## config.mk

```make
export PLATFORM = sky130hd
export DESIGN_NAME = gf2m_field_arithmetic_unit
export DESIGN_NICKNAME = d
export VERILOG_FILES = /design/src/rtl/gfau_pkg.sv /design/src/rtl/gf2m_field_arithmetic_unit.sv /design/src/rtl/gfau_ctrl.sv /design/src/rtl/gfau_dp.sv
export SDC_FILE = /design/constraint.sdc
export NUM_CORES = 1
export LEC_CHECK = 0
export BUFFER_PORTS_ARGS = -buffer_cell sky130_fd_sc_hd__clkbuf_2
export CAP_MARGIN = 10
export CORE_UTILIZATION = 30
export CTS_BUF_LIST = sky130_fd_sc_hd__clkbuf_4 sky130_fd_sc_hd__clkbuf_8
export DETAILED_ROUTE_END_ITERATION = 10
export SLEW_MARGIN = 20
export SYNTH_ARGS = -nofsm -noshare
export SYNTH_HDL_FRONTEND = slang
export SYNTH_SLANG_ARGS = --single-unit
```

## constraint.sdc

```tcl
create_clock -name i_clk -period 6.7 [get_ports i_clk]
set_input_delay 0.335 -clock i_clk [delete_from_list [all_inputs] [get_ports i_clk]]
set_output_delay 0.335 -clock i_clk [all_outputs]
set_load 0.1 [all_outputs]
```

## src/rtl/gfau_pkg.sv

```systemverilog
// ============================================================================
// gfau_pkg
// shared types, constants and the reduction tap table of the GF(2^m) unit
// ============================================================================
`default_nettype none

package gfau_pkg;

    localparam int DATA_W     = 64;
    localparam int DEG_W      = 4;
    localparam int APB_ADDR_W = 3;
    localparam int APB_DATA_W = 32;

    localparam logic [DEG_W-1:0] DEG_RESET   = 4'd8;
    localparam logic             REG_DEGREE  = 1'b0;

    typedef logic [DEG_W-1:0] t_bytes;

    typedef enum logic [1:0] {
        OP_ADD = 2'd0,
        OP_MUL = 2'd1,
        OP_INV = 2'd2
    } t_op;

    typedef struct packed {
        logic load;
        logic step;
        logic finish;
    } t_dp_cmd;

    // three middle taps per degree, one row per byte count
    localparam logic [2:0] TAP_TABLE [24] = '{
        3'd4, 3'd3, 3'd1, 3'd5, 3'd3, 3'd1, 3'd4, 3'd3, 3'd1, 3'd7, 3'd3, 3'd2,
        3'd5, 3'd4, 3'd3, 3'd5, 3'd3, 3'd2, 3'd7, 3'd4, 3'd2, 3'd4, 3'd3, 3'd1
    };

    // reduction polynomial without its x^m term
    function automatic logic [7:0] poly_low(input t_bytes bytes);
        logic [4:0] row;
        logic [7:0] p;
        row = 5'(3 * (bytes - 4'd1));
        p   = 8'd1;
        p[TAP_TABLE[row]]        = 1'b1;
        p[TAP_TABLE[row + 5'd1]] = 1'b1;
        p[TAP_TABLE[row + 5'd2]] = 1'b1;
        return p;
    endfunction

endpackage

`default_nettype wire

```

## src/rtl/gf2m_field_arithmetic_unit.sv

```systemverilog
// ============================================================================
// gf2m_field_arithmetic_unit
// GF(2^m) add, multiply and invert in polynomial basis, m = 8 * degree_bytes
// ============================================================================
//  channel   ports                                        handshake
//  command   i_op, i_operand_a, i_operand_b               start & !busy
//  result    o_result, o_zero_inverse                     o_valid, one cycle
//  config    psel penable pwrite paddr pwdata prdata      apb, pready tied high
//
//  add and unused op: no datapath steps, the result is registered as S_RUN ends
//  multiply: one bit of operand_b per cycle
//  invert: one shift step of the inversion loop per cycle
//  one item at a time; busy is high from accept until the result strobe
//  reset (synchronous, active low) sets degree_bytes to 8 and idles the unit
//  results cannot be stalled; o_valid lasts exactly one cycle
// ============================================================================
`default_nettype none

module gf2m_field_arithmetic_unit #(
    parameter int MAX_DEGREE = 64
) (
    input  wire                                 i_clk,
    input  wire                                 i_rst_n,
    input  wire                                 start,
    output logic                                busy,
    input  wire  [1:0]                          i_op,
    input  wire  [gfau_pkg::DATA_W-1:0]         i_operand_a,
    input  wire  [gfau_pkg::DATA_W-1:0]         i_operand_b,
    output logic                                o_valid,
    output logic [gfau_pkg::DATA_W-1:0]         o_result,
    output logic                                o_zero_inverse,
    input  wire                                 psel,
    input  wire                                 penable,
    input  wire                                 pwrite,
    input  wire  [gfau_pkg::APB_ADDR_W-1:0]     paddr,
    input  wire  [gfau_pkg::APB_DATA_W-1:0]     pwdata,
    output logic [gfau_pkg::APB_DATA_W-1:0]     prdata,
    output logic                                pready
);
    import gfau_pkg::*;

    localparam t_bytes MAX_BYTES = DEG_W'(MAX_DEGREE / 8);

    t_bytes                r_degree;
    t_bytes                eff_bytes;
    t_dp_cmd               dp_cmd;
    logic [MAX_DEGREE-1:0] dp_result;
    logic                  cfg_wr;

    assign pready = 1'b1;
    assign cfg_wr = psel && penable && pwrite && pready
                    && (paddr[APB_ADDR_W-1:2] == REG_DEGREE);
    assign prdata = (paddr[APB_ADDR_W-1:2] == REG_DEGREE) ? APB_DATA_W'(r_degree) : '0;

    always_ff @(posedge i_clk) begin
        if (!i_rst_n) begin
            r_degree <= DEG_RESET;
        end else if (cfg_wr) begin
            r_degree <= pwdata[DEG_W-1:0];
        end
    end

    always_comb begin
        if (r_degree == '0) begin
            eff_bytes = DEG_W'(1);
        end else if (r_degree > MAX_BYTES) begin
            eff_bytes = MAX_BYTES;
        end else begin
            eff_bytes = r_degree;
        end
    end

    gfau_ctrl #(
        .W (MAX_DEGREE)
    ) u_ctrl (
        .i_clk   (i_clk),
        .i_rst_n (i_rst_n),
        .i_start (start),
        .i_op    (i_op),
        .i_bytes (eff_bytes),
        .o_busy  (busy),
        .o_valid (o_valid),
        .o_cmd   (dp_cmd)
    );

    gfau_dp #(
        .W (MAX_DEGREE)
    ) u_dp (
        .i_clk          (i_clk),
        .i_cmd          (dp_cmd),
        .i_op           (i_op),
        .i_operand_a    (i_operand_a[MAX_DEGREE-1:0]),
        .i_operand_b    (i_operand_b[MAX_DEGREE-1:0]),
        .i_bytes        (eff_bytes),
        .o_result       (dp_result),
        .o_zero_inverse (o_zero_inverse)
    );

    assign o_result = DATA_W'(dp_result);

    a_accept_busy: assert property (@(posedge i_clk) disable iff (!i_rst_n)
        start && !busy |=> busy)
        else $error("accepted item did not raise busy");

    a_valid_idle: assert property (@(posedge i_clk) disable iff (!i_rst_n)
        o_valid |-> !busy)
        else $error("result strobe while busy");

    a_valid_pulse: assert property (@(posedge i_clk) disable iff (!i_rst_n)
        o_valid |=> !o_valid)
        else $error("result strobe longer than one cycle");

    a_zero_result: assert property (@(posedge i_clk) disable iff (!i_rst_n)
        o_valid && o_zero_inverse |-> o_result == '0)
        else $error("inverse of zero gave nonzero result");

endmodule

`default_nettype wire

```

## src/rtl/gfau_ctrl.sv

```systemverilog
// ============================================================================
// gfau_ctrl
// sequencer: accepts an item, counts datapath steps, issues the result strobe
// ============================================================================
`default_nettype none

module gfau_ctrl #(
    parameter int W = 64
) (
    input  wire                   i_clk,
    input  wire                   i_rst_n,
    input  wire                   i_start,
    input  wire  [1:0]            i_op,
    input  wire gfau_pkg::t_bytes i_bytes,
    output logic                  o_busy,
    output logic                  o_valid,
    output gfau_pkg::t_dp_cmd     o_cmd
);
    import gfau_pkg::*;

    localparam int CW = $clog2(2 * W + 1);

    typedef enum logic {
        S_IDLE,
        S_RUN
    } t_state;

    t_state          r_state;
    logic [CW-1:0]   r_cnt;
    logic            r_valid;
    logic [CW-1:0]   m_val;
    logic [CW-1:0]   n_steps;

    assign m_val = CW'({i_bytes, 3'b000});

    always_comb begin
        case (i_op)
            OP_MUL:  n_steps = m_val - 1'b1;
            OP_INV:  n_steps = m_val << 1;
            default: n_steps = '0;
        endcase
    end

    assign o_busy       = (r_state == S_RUN);
    assign o_valid      = r_valid;
    assign o_cmd.load   = i_start && (r_state == S_IDLE);
    assign o_cmd.step   = (r_state == S_RUN) && (r_cnt != '0);
    assign o_cmd.finish = (r_state == S_RUN) && (r_cnt == '0);

    always_ff @(posedge i_clk) begin
        if (!i_rst_n) begin
            r_state <= S_IDLE;
            r_cnt   <= '0;
            r_valid <= 1'b0;
        end else begin
            r_valid <= 1'b0;
            case (r_state)
                S_IDLE: begin
                    if (i_start) begin
                        r_cnt   <= n_steps;
                        r_state <= S_RUN;
                    end
                end
                S_RUN: begin
                    if (r_cnt == '0) begin
                        r_valid <= 1'b1;
                        r_state <= S_IDLE;
                    end else begin
                        r_cnt <= r_cnt - 1'b1;
                    end
                end
                default: r_state <= S_IDLE;
            endcase
        end
    end

endmodule

`default_nettype wire

```

## src/rtl/gfau_dp.sv

```systemverilog
// ============================================================================
// gfau_dp
// datapath: xor add, bit-serial multiply, 2m-step binary inversion
// ============================================================================
`default_nettype none

module gfau_dp #(
    parameter int W = 64
) (
    input  wire                   i_clk,
    input  wire gfau_pkg::t_dp_cmd i_cmd,
    input  wire  [1:0]            i_op,
    input  wire  [W-1:0]          i_operand_a,
    input  wire  [W-1:0]          i_operand_b,
    input  wire gfau_pkg::t_bytes i_bytes,
    output logic [W-1:0]          o_result,
    output logic                  o_zero_inverse
);
    import gfau_pkg::*;

    localparam int PW  = W + 1;
    localparam int IW  = $clog2(PW);
    localparam int TW  = $clog2(W);
    localparam int CW  = $clog2(2 * W + 1);

    logic [1:0]     r_op;
    logic [PW-1:0]  r_p;
    logic [PW-1:0]  r_q;
    logic [W-1:0]   r_u;
    logic [W-1:0]   r_v;
    logic [CW-1:0]  r_delta;
    logic           r_zero;
    logic [W-1:0]   r_res;
    logic           r_zflag;

    logic [IW-1:0]  m_val;
    logic [TW-1:0]  top_idx;
    logic [W-1:0]   mask;
    logic [W-1:0]   pl;
    logic [PW-1:0]  p_full;
    logic [W-1:0]   a_m;
    logic [W-1:0]   b_m;
    logic [W-1:0]   mul_p;
    logic [W-1:0]   u_x;
    logic [W-1:0]   u_div;
    logic [PW-1:0]  s_xor;
    logic [W-1:0]   v_xor;
    logic [W-1:0]   v_x;
    logic           p_top;
    logic           s_top;

    function automatic logic [W-1:0] f_xtime(
        input logic [W-1:0]  val,
        input logic [TW-1:0] top,
        input logic [W-1:0]  msk,
        input logic [W-1:0]  pol
    );
        logic [W-1:0] sh;
        sh = (val << 1) & msk;
        return val[top] ? (sh ^ pol) : sh;
    endfunction

    assign m_val   = IW'({i_bytes, 3'b000});
    assign top_idx = TW'(m_val - 1'b1);
    assign pl      = W'(poly_low(i_bytes));
    assign p_full  = {1'b0, pl} | (PW'(1) << m_val);

    always_comb begin
        for (int i = 0; i < W; i++) begin
            mask[i] = (IW'(i) < m_val);
        end
    end

    assign a_m   = i_operand_a & mask;
    assign b_m   = i_operand_b & mask;
    assign mul_p = f_xtime(r_p[W-1:0], top_idx, mask, pl);
    assign u_x   = f_xtime(r_u, top_idx, mask, pl);
    assign u_div = r_u[0] ? (((r_u ^ pl) >> 1) | (W'(1) << top_idx)) : (r_u >> 1);
    assign p_top = r_p[m_val];
    assign s_top = r_q[m_val];
    assign s_xor = s_top ? (r_q ^ r_p) : r_q;
    assign v_xor = s_top ? (r_v ^ r_u) : r_v;
    assign v_x   = f_xtime(v_xor, top_idx, mask, pl);

    always_ff @(posedge i_clk) begin
        if (i_cmd.load) begin
            r_op    <= i_op;
            r_zero  <= 1'b0;
            r_delta <= '0;
            r_v     <= '0;
            case (i_op)
                OP_ADD: begin
                    r_u <= a_m ^ b_m;
                end
                OP_MUL: begin
                    r_p <= {1'b0, a_m};
                    r_q <= {1'b0, b_m >> 1};
                    r_u <= b_m[0] ? a_m : '0;
                end
                OP_INV: begin
                    r_p    <= {1'b0, a_m};
                    r_q    <= p_full;
                    r_u    <= W'(1);
                    r_zero <= (a_m == '0);
                end
                default: begin
                    r_u <= '0;
                end
            endcase
        end else if (i_cmd.step) begin
            case (r_op)
                OP_MUL: begin
                    r_p <= {1'b0, mul_p};
                    r_q <= r_q >> 1;
                    if (r_q[0]) begin
                        r_u <= r_u ^ mul_p;
                    end
                end
                OP_INV: begin
                    if (!p_top) begin
                        r_p     <= r_p << 1;
                        r_u     <= u_x;
                        r_delta <= r_delta + 1'b1;
                    end else if (r_delta == '0) begin
                        r_p     <= s_xor << 1;
                        r_q     <= r_p;
                        r_u     <= v_x;
                        r_v     <= r_u;
                        r_delta <= CW'(1);
                    end else begin
                        r_q     <= s_xor << 1;
                        r_v     <= v_xor;
                        r_u     <= u_div;
                        r_delta <= r_delta - 1'b1;
                    end
                end
                default: begin
                    r_u <= r_u;
                end
            endcase
        end else if (i_cmd.finish) begin
            r_res   <= r_zero ? '0 : (r_u & mask);
            r_zflag <= r_zero;
        end
    end

    assign o_result       = r_res;
    assign o_zero_inverse = r_zflag;

endmodule

`default_nettype wire

```

## After elaboration in Yosys (flattened, before gate mapping)

Memory sizes are Yosys's and may differ from the RTL's.
Index checks and enable logic that the tools add are counted.

- Memories: 3
- Word-level logic and storage cells: 227
- Output and inout port bits: 100
- RAM bits: 0
- Bits of input ports: 171
- Bits in latches: 0
- Bits in read-only memories: 288
- Register bits after elaboration: 348

Memories:

| name | words | width | rd ports | clocked after Yosys merged registers in | write ports | RTL line | source |
|---|---|---|---|---|---|---|---|
| (no name shown) | 32 | 3 | 1 | 0 | 0 | gfau_pkg.sv:43 | `p[TAP_TABLE[row]] = 1'b1;` |
| (no name shown) | 32 | 3 | 1 | 0 | 0 | gfau_pkg.sv:44 | `p[TAP_TABLE[row + 5'd1]] = 1'b1;` |
| (no name shown) | 32 | 3 | 1 | 0 | 0 | gfau_pkg.sv:45 | `p[TAP_TABLE[row + 5'd2]] = 1'b1;` |

- Equal/unequal tests: 11
- Div/mod/pow operators: 0
- Reduce and logical (&&, ||, !) cells: 26
- Muxes and demuxes: 62
- Multipliers: 1
- Add/sub/neg operators: 8
- $lt $le $gt $ge: 76
- Shift operators: 2
- Bitwise operators: 25

Operator list:

| operator | number |
|---|---|
| 64-bit 2-to-1 mux | 13 |
| 65-bit 2-to-1 mux | 9 |
| 65-bit case mux with 2 select lines | 3 |
| 64-bit bitwise AND | 6 |
| 64-bit bitwise XOR | 4 |
| 64-bit by 8-bit bitwise XOR with 64-bit output | 4 |
| 6-bit by 7-bit less-than comparator with 1-bit output, first input constant | 32 |
| 64-bit case mux with 3 select lines | 1 |
| 64-bit case mux with 2 select lines | 1 |
| 5-bit by 7-bit less-than comparator with 1-bit output, first input constant | 16 |
| 8-bit by 65-bit bitwise OR with 65-bit output | 1 |
| 1-bit by 7-bit left shift with 65-bit output, first input constant | 1 |
| 64-bit logical NOT | 1 |
| 63-bit by 64-bit bitwise OR with 64-bit output | 1 |
| 1-bit by 6-bit left shift with 64-bit output, first input constant | 1 |
| 4-bit by 7-bit less-than comparator with 1-bit output, first input constant | 8 |
| 2-bit by 32-bit multiplier with 5-bit output, first input constant | 1 |
| 8-bit 2-to-1 mux | 4 |
| 8-bit case mux with 2 select lines | 2 |
| 3-bit by 7-bit less-than comparator with 1-bit output, first input constant | 4 |
| 1-bit binary-select mux with 6-bit select | 3 |
| 6-bit greater-or-equal comparator, second input constant | 3 |
| 3-bit 2-to-1 mux | 6 |
| 5-bit NOT with 6-bit output | 3 |
| 38 further kinds | 83 |

## Longest topological paths before layout

- Depth after elaboration: 24
- Gate-level depth with buffers: 22
- Mapped depth without buffers: 17

## Modules after synthesis

Synthesis repeated with hierarchy kept, for this count alone.

- Cells, all modules: 3060
- Area total of the unflattened synthesis: 25843.5 µm²

By module, submodules not included:

| module | times used | cells each | area an instance (µm²) |
|---|---|---|---|
| gfau_dp | 1 | 2909 | 24646.1 |
| gfau_ctrl | 1 | 93 | 730.7 |
| gf2m_field_arithmetic_unit | 1 | 58 | 466.7 |

## Worst setup path after synthesis

OpenSTA, ideal clock, no wires.

- Kind: flip-flop to flip-flop
- Start: reg u_dp.r_op[0]
- End: reg u_dp.r_u[0] (enable)
- Stages on the path, launching flop included: 7
- Setup time: 0.574 ns
- Path buffers: 3
- Slack: 0.293 ns
- Arrival time: 5.832 ns
- Cells stage by stage: edfxtp_1 > nor2b_1 > clkbuf_1 > clkbuf_1 > buf_1 > a21oi_1 > o21ai_0

- Longest elaborated chain between the ends: 3
- Elaborated cells between the ends (all ways): 5
- Those cells by class: 3 x eq/ne; 2 x reduce/logical

Ends and longest elaborated chain:

| item | RTL line | source |
|---|---|---|
| from (decl) | gfau_dp.sv:26 | `logic [1:0] r_op;` |
| from (signal assigned) | gfau_dp.sv:87 | `r_op <= i_op;` |
| 2-bit by 1-bit equality test with 1-bit output / 2-bit equality test (equally long branches) | gfau_dp.sv:111 | `case (r_op)` |
| 3-bit by 2-bit inequality test with 1-bit output (no line) / 3-bit nonzero test (equally long branches) | n/a |  |
| 3-bit AND reduction (no line) * | n/a |  |
| to (signal assigned) | gfau_dp.sv:116 | `r_u <= r_u ^ mul_p;` |
| to (signal assigned) | gfau_dp.sv:122 | `r_u <= u_x;` |
| to (signal assigned) | gfau_dp.sv:127 | `r_u <= v_x;` |
| to (decl) | gfau_dp.sv:29 | `logic [W-1:0] r_u;` |

Mark *: on every way between the ends. The rest lies on a longest branch, timed or not.
A chain may end at the register's enable or synchronous reset.

## Final worst setup path

- Start: reg r_degree[1]
- End: reg u_dp.r_u[6], data pin

- Longest elaborated chain between the ends: 24
- Elaborated cells between the ends (all ways): 76
- Those cells by class: 4 x add/sub; 1 x mul; 9 x order compare; 1 x shift; 37 x mux; 17 x bitwise; 4 x reduce/logical; 3 x memory

Ends and longest elaborated chain:

| item | RTL line | source |
|---|---|---|
| from (decl) | gf2m_field_arithmetic_unit.sv:44 | `t_bytes r_degree;` |
| from (signal assigned) | gf2m_field_arithmetic_unit.sv:59 | `r_degree <= pwdata[DEG_W-1:0];` |
| 4-bit > comparator | gf2m_field_arithmetic_unit.sv:66 | `end else if (r_degree > MAX_BYTES) begin` |
| 4-bit 2-to-1 mux | gf2m_field_arithmetic_unit.sv:66 |  |
| 4-bit 2-to-1 mux * | gf2m_field_arithmetic_unit.sv:64 | `if (r_degree == '0) begin` |
| 4-bit by 1-bit subtractor with 5-bit output | gfau_pkg.sv:41 | `row = 5'(3 * (bytes - 4'd1));` |
| 2-bit by 32-bit multiplier with 5-bit output | gfau_pkg.sv:41 |  |
| 5-bit by 1-bit adder with 5-bit output | gfau_pkg.sv:44 |  |
| 5-bit NOT with 6-bit output (not written as such) | gfau_pkg.sv:44 |  |
| memory read 32 x 3 bit | n/a |  |
| (+8 left out) | n/a |  |
| 64-bit by 8-bit bitwise XOR with 64-bit output | gfau_dp.sv:78 | `assign u_div = r_u[0] ? (((r_u ^ pl) >> 1) \| (W'(1) << top_idx)) : (r_u >> 1);` |
| 63-bit by 64-bit bitwise OR with 64-bit output | gfau_dp.sv:78 |  |
| 64-bit 2-to-1 mux | gfau_dp.sv:78 |  |
| 64-bit 2-to-1 mux | gfau_dp.sv:124 | `end else if (r_delta == '0) begin` |
| 64-bit 2-to-1 mux | gfau_dp.sv:120 | `if (!p_top) begin` |
| 64-bit case mux with 2 select lines | gfau_dp.sv:111 |  |
| 64-bit 2-to-1 mux | gfau_dp.sv:110 | `end else if (i_cmd.step) begin` |
| 64-bit 2-to-1 mux * | gfau_dp.sv:86 | `if (i_cmd.load) begin` |
| to (signal assigned) | gfau_dp.sv:93 | `r_u <= a_m ^ b_m;` |
| to (signal assigned) | gfau_dp.sv:116 |  |
| to (signal assigned) | gfau_dp.sv:122 |  |

Mark *: on every way between the ends. The rest lies on a longest branch, timed or not. The select of a mux whose other input is x is not followed.

==> flow_metrics.py <==
metrics = {
    "cts": {
        "cts_setup_buffers": 0,
        "insertion_delay_ns": 0.73,
        "clock-sinks": 348,
        "cts_tree": "done",
        "cts_hold_buf": 89,
        "cts-root-buf": "clkbuf_8",
        "clkTransAtPathRegs_ns": 0.06,
        "clk_path_buf_depth": 3,
        "numCtsBuffers": 73,
        "h-tree-depth": 3,
        "cts_resized": 0,
    },
    "synthesis": {
        "ys_ff_latch": 348,
        "async_reset_ff_share_pct": 0,
        "syn_area_um2": 25800,
        "synth.distinct_cells": 82,
        "avgSynthCellArea_um2": 8.29,
        "yosysSeqAreaShare_pct": 37.1,
        "synth_edf_count": 262,
        "yosysWarnings": 0,
        "synthFlopType": "edfxtp_1",
        "syn_inst": 3119,
    },
    "global_route": {
        "grt_usage_pct": 23.4,
        "antenna_found_initial": 12,
        "grt_max_degree": 188,
        "grt_pass1_wl_um": 155000,
        "grt_pass1_vias": 23700,
        "grt_overflow": 0,
        "grt.met3_usage_pct": 4.44,
        "grt.busiest_layer": "met2",
        "gr-usage-met2_pct": 36.3,
        "use_met1_pct": 31.4,
    },
    "final_layout": {
        "fin_util_pct": 35.6,
        "final_common_cell": "nand2_1",
        "final_cell_mix": "nand2_1, o21ai_0, nor2_1, edfxtp_1, clkbuf_2",
        "fin_area_um2": 30300,
        "syn_to_final_growth_pct": 17.3,
        "stdcell_count": 4513,
        "fin_nets": 3499,
        "drive_above_1_share_pct": 13.1,
    },
    "routing": {
        "first_iter_violations": 2988,
        "drcViolationCount": 0,
        "drtAntennaViolNets": 0,
        "avgRoutedWirePerCell_um": 23.2,
        "drtPass1Iterations": 7,
        "viasPerCell": 5.75,
        "totalWireLength_um": 105000,
        "dr_total_vias": 26000,
    },
    "worst_hold_path": {
        "holdCritPathClass": "in2reg",
    },
    "die": {
        "start_util_pct": 30.3,
        "floorplan.die.height_um": 296,
        "die_w_um": 296,
        "rows": 107,
        "dieArea_um2": 87300,
        "ioPinCount": 271,
        "coreArea_um2": 85300,
    },
    "run": {
        "drv_cap": 0,
    },
    "timing": {
        "rsz0062_at_grt": "false",
        "tns_ns": 0,
        "fin_skew_ns": 0.0655,
        "worst_pin_slew_ns": 1.16,
        "slew_headroom_pct": 22.8,
        "slew_violations": 0,
        "finalHoldViolations": 0,
        "clock.fmax_ghz": 0.176,
        "setup_viol": 0,
        "fin_crit_sh_pct": 84.9,
        "final.min_clock_period_ns": 5.69,
    },
    "outcome": {
        "outcome": "completed",
    },
    "worst_setup_path": {
        "startpoint_type": "flop",
        "cp_max_fo": 17,
        "crit_required_ns": 7.12,
        "cp_data_arrival_time_ns": 6.11,
        "critPathKind": "reg2reg",
        "end_kind": "flop",
    },
    "power": {
        "vdd_drop_max_uv": 129,
        "powerDensity_nw_per_um2": 272,
        "power_leakage_nw": 11.2,
    },
    "place": {
        "post_dp_cell_area_um2": 27800,
        "port_buffers": 211,
        "dpl.cell_count": 4283,
        "place.gp.congestion": 0.943,
        "hpwlAfterDp_um": 69800,
    },
}
sequential cells by signal (all words and copies together), names as in the netlist, 2 cells and up:
register	cells
u_dp.r_v	64
r_degree	4
u_dp.r_delta	8
u_dp.r_op	2
u_dp.r_q	65
u_dp.r_p	65
u_ctrl.r_cnt	8
u_dp.o_result	64
u_dp.r_u	64
area by class of cell:
type / count / area [um2]
Multi-Input combinational cell: 2497 / 15200
Sequential cell: 348 / 9590
Timing Repair Buffer: 355 / 2400
Antenna cell: 6 / 15.0
Inverter: 28 / 110
Clock inverter: 21 / 194
Tap cell: 1144 / 1430
Clock buffer: 114 / 1410
Fill cell: 8808 / 55000
metrics by stage:
step	hold slack, ns	total power [mW]	setup slack (ns)
floorplan	0.434	4.88	0.293
global placement	0.476	5.63	1.27
detailed placement	0.476	5.65	1.12
CTS	0.00210	8.25	1.11
global route	0.0459	8.63	0.759
finish	0.0287	8.25	1.01
cell families (layout without fill, tap and decap cells):
kind of cell,Yosys count,after routing,share of synthesized area [%]
compound gates,1087,1087,28.0
xor+xnor,274,274,9.64
fa+ha+maj,25,25,1.27
buf+inv,302,518,5.01
flops,348,348,37.1
mux,28,28,1.41
other cells,2,36,0.0291
simple gates,1053,1053,17.6
critical path: stages (launching register included):
cell	delay, ns
dfxtp_1	0.45
nor2b_1	0.43
inv_1	0.08
buf_4	0.22
ha_1	0.23
ha_1	0.30
clkinv_1	0.31
ha_1	0.54
xnor2_1	0.44
o211ai_1	0.24
nand2_1	0.26
mux2i_1	0.44
o21ai_0	0.21
a221o_1	0.44
nand3_1	0.12
a21oi_1	0.08
a211o_1	0.30
a221o_1	0.34
synthesized netlist by cell type (all sizes together) (5+ instances only):
cell     number  share of area, %
a211oi       77               2.2
a21o          7              0.20
a21oi       178               3.5
a221o         6              0.23
a221oi       30               1.0
a22o         74               2.5
a22oi       159               4.6
a2bb2oi       7              0.24
a31oi        15              0.36
a32oi        29              0.98
and2         69               1.7
and3         25              0.61
buf          71               1.7
clkbuf      203               2.9
dfxtp        86               6.7
edfxtp      262                30
ha           23               1.1
inv          27              0.39
mux2          5              0.23
mux2i        17              0.66
mux4          6              0.52
nand2       507               7.4
nand2b        9              0.22
nand3        60               1.2
nand4        11              0.27
nor2        282               4.2
nor2b        25              0.61
nor3         29              0.56
nor4         13              0.31
o2111ai       5              0.17
o211ai       33              0.96
o21ai       326               6.3
o221ai       29              0.98
o22ai        18              0.44
o2bb2ai       5              0.17
o311ai        6              0.20
o31a          5              0.17
o31ai        10              0.29
o32ai        30               1.0
or2           5              0.12
or3           6              0.15
xnor2        57               1.9
xnor3         5              0.44
xor2        211               7.2
where the power goes:
group          internal, mW  leakage, nW  total (mW)  switching, mW
logic                 0.812         7.14        2.63           1.81
clock network          1.46        0.851        2.55           1.09
registers              2.70         3.19        3.08          0.372
layer usage:
metal / part of all wire (%) / up-vias
li1: - / 11900
met5: 0.074 / -
met4: 4.1 / 14
met1: 42 / 12500
met3: 9.1 / 246
met2: 45 / 1356
final timing paths:
| check | from | endpoint | slack, ns | depth (start not counted) |
|---|---|---|---|---|
| setup / recovery | r_degree[1]$_SDFFE_PN0P_ | u_dp.r_u[6]$_DFFE_PP_ | 1.01 | 17 |
| hold / removal | i_operand_b[59] | u_dp.r_q[58]$_DFFE_PP_ | 0.03 | 3 |
| setup reg to reg | r_degree[1]$_SDFFE_PN0P_ | u_dp.r_u[6]$_DFFE_PP_ | 1.01 | 17 |
| hold reg to reg | u_ctrl.r_cnt[5]$_SDFFE_PN0P_ | u_ctrl.r_cnt[5]$_SDFFE_PN0P_ | 0.48 | 2 |
(Power assumes the default switching activity.)
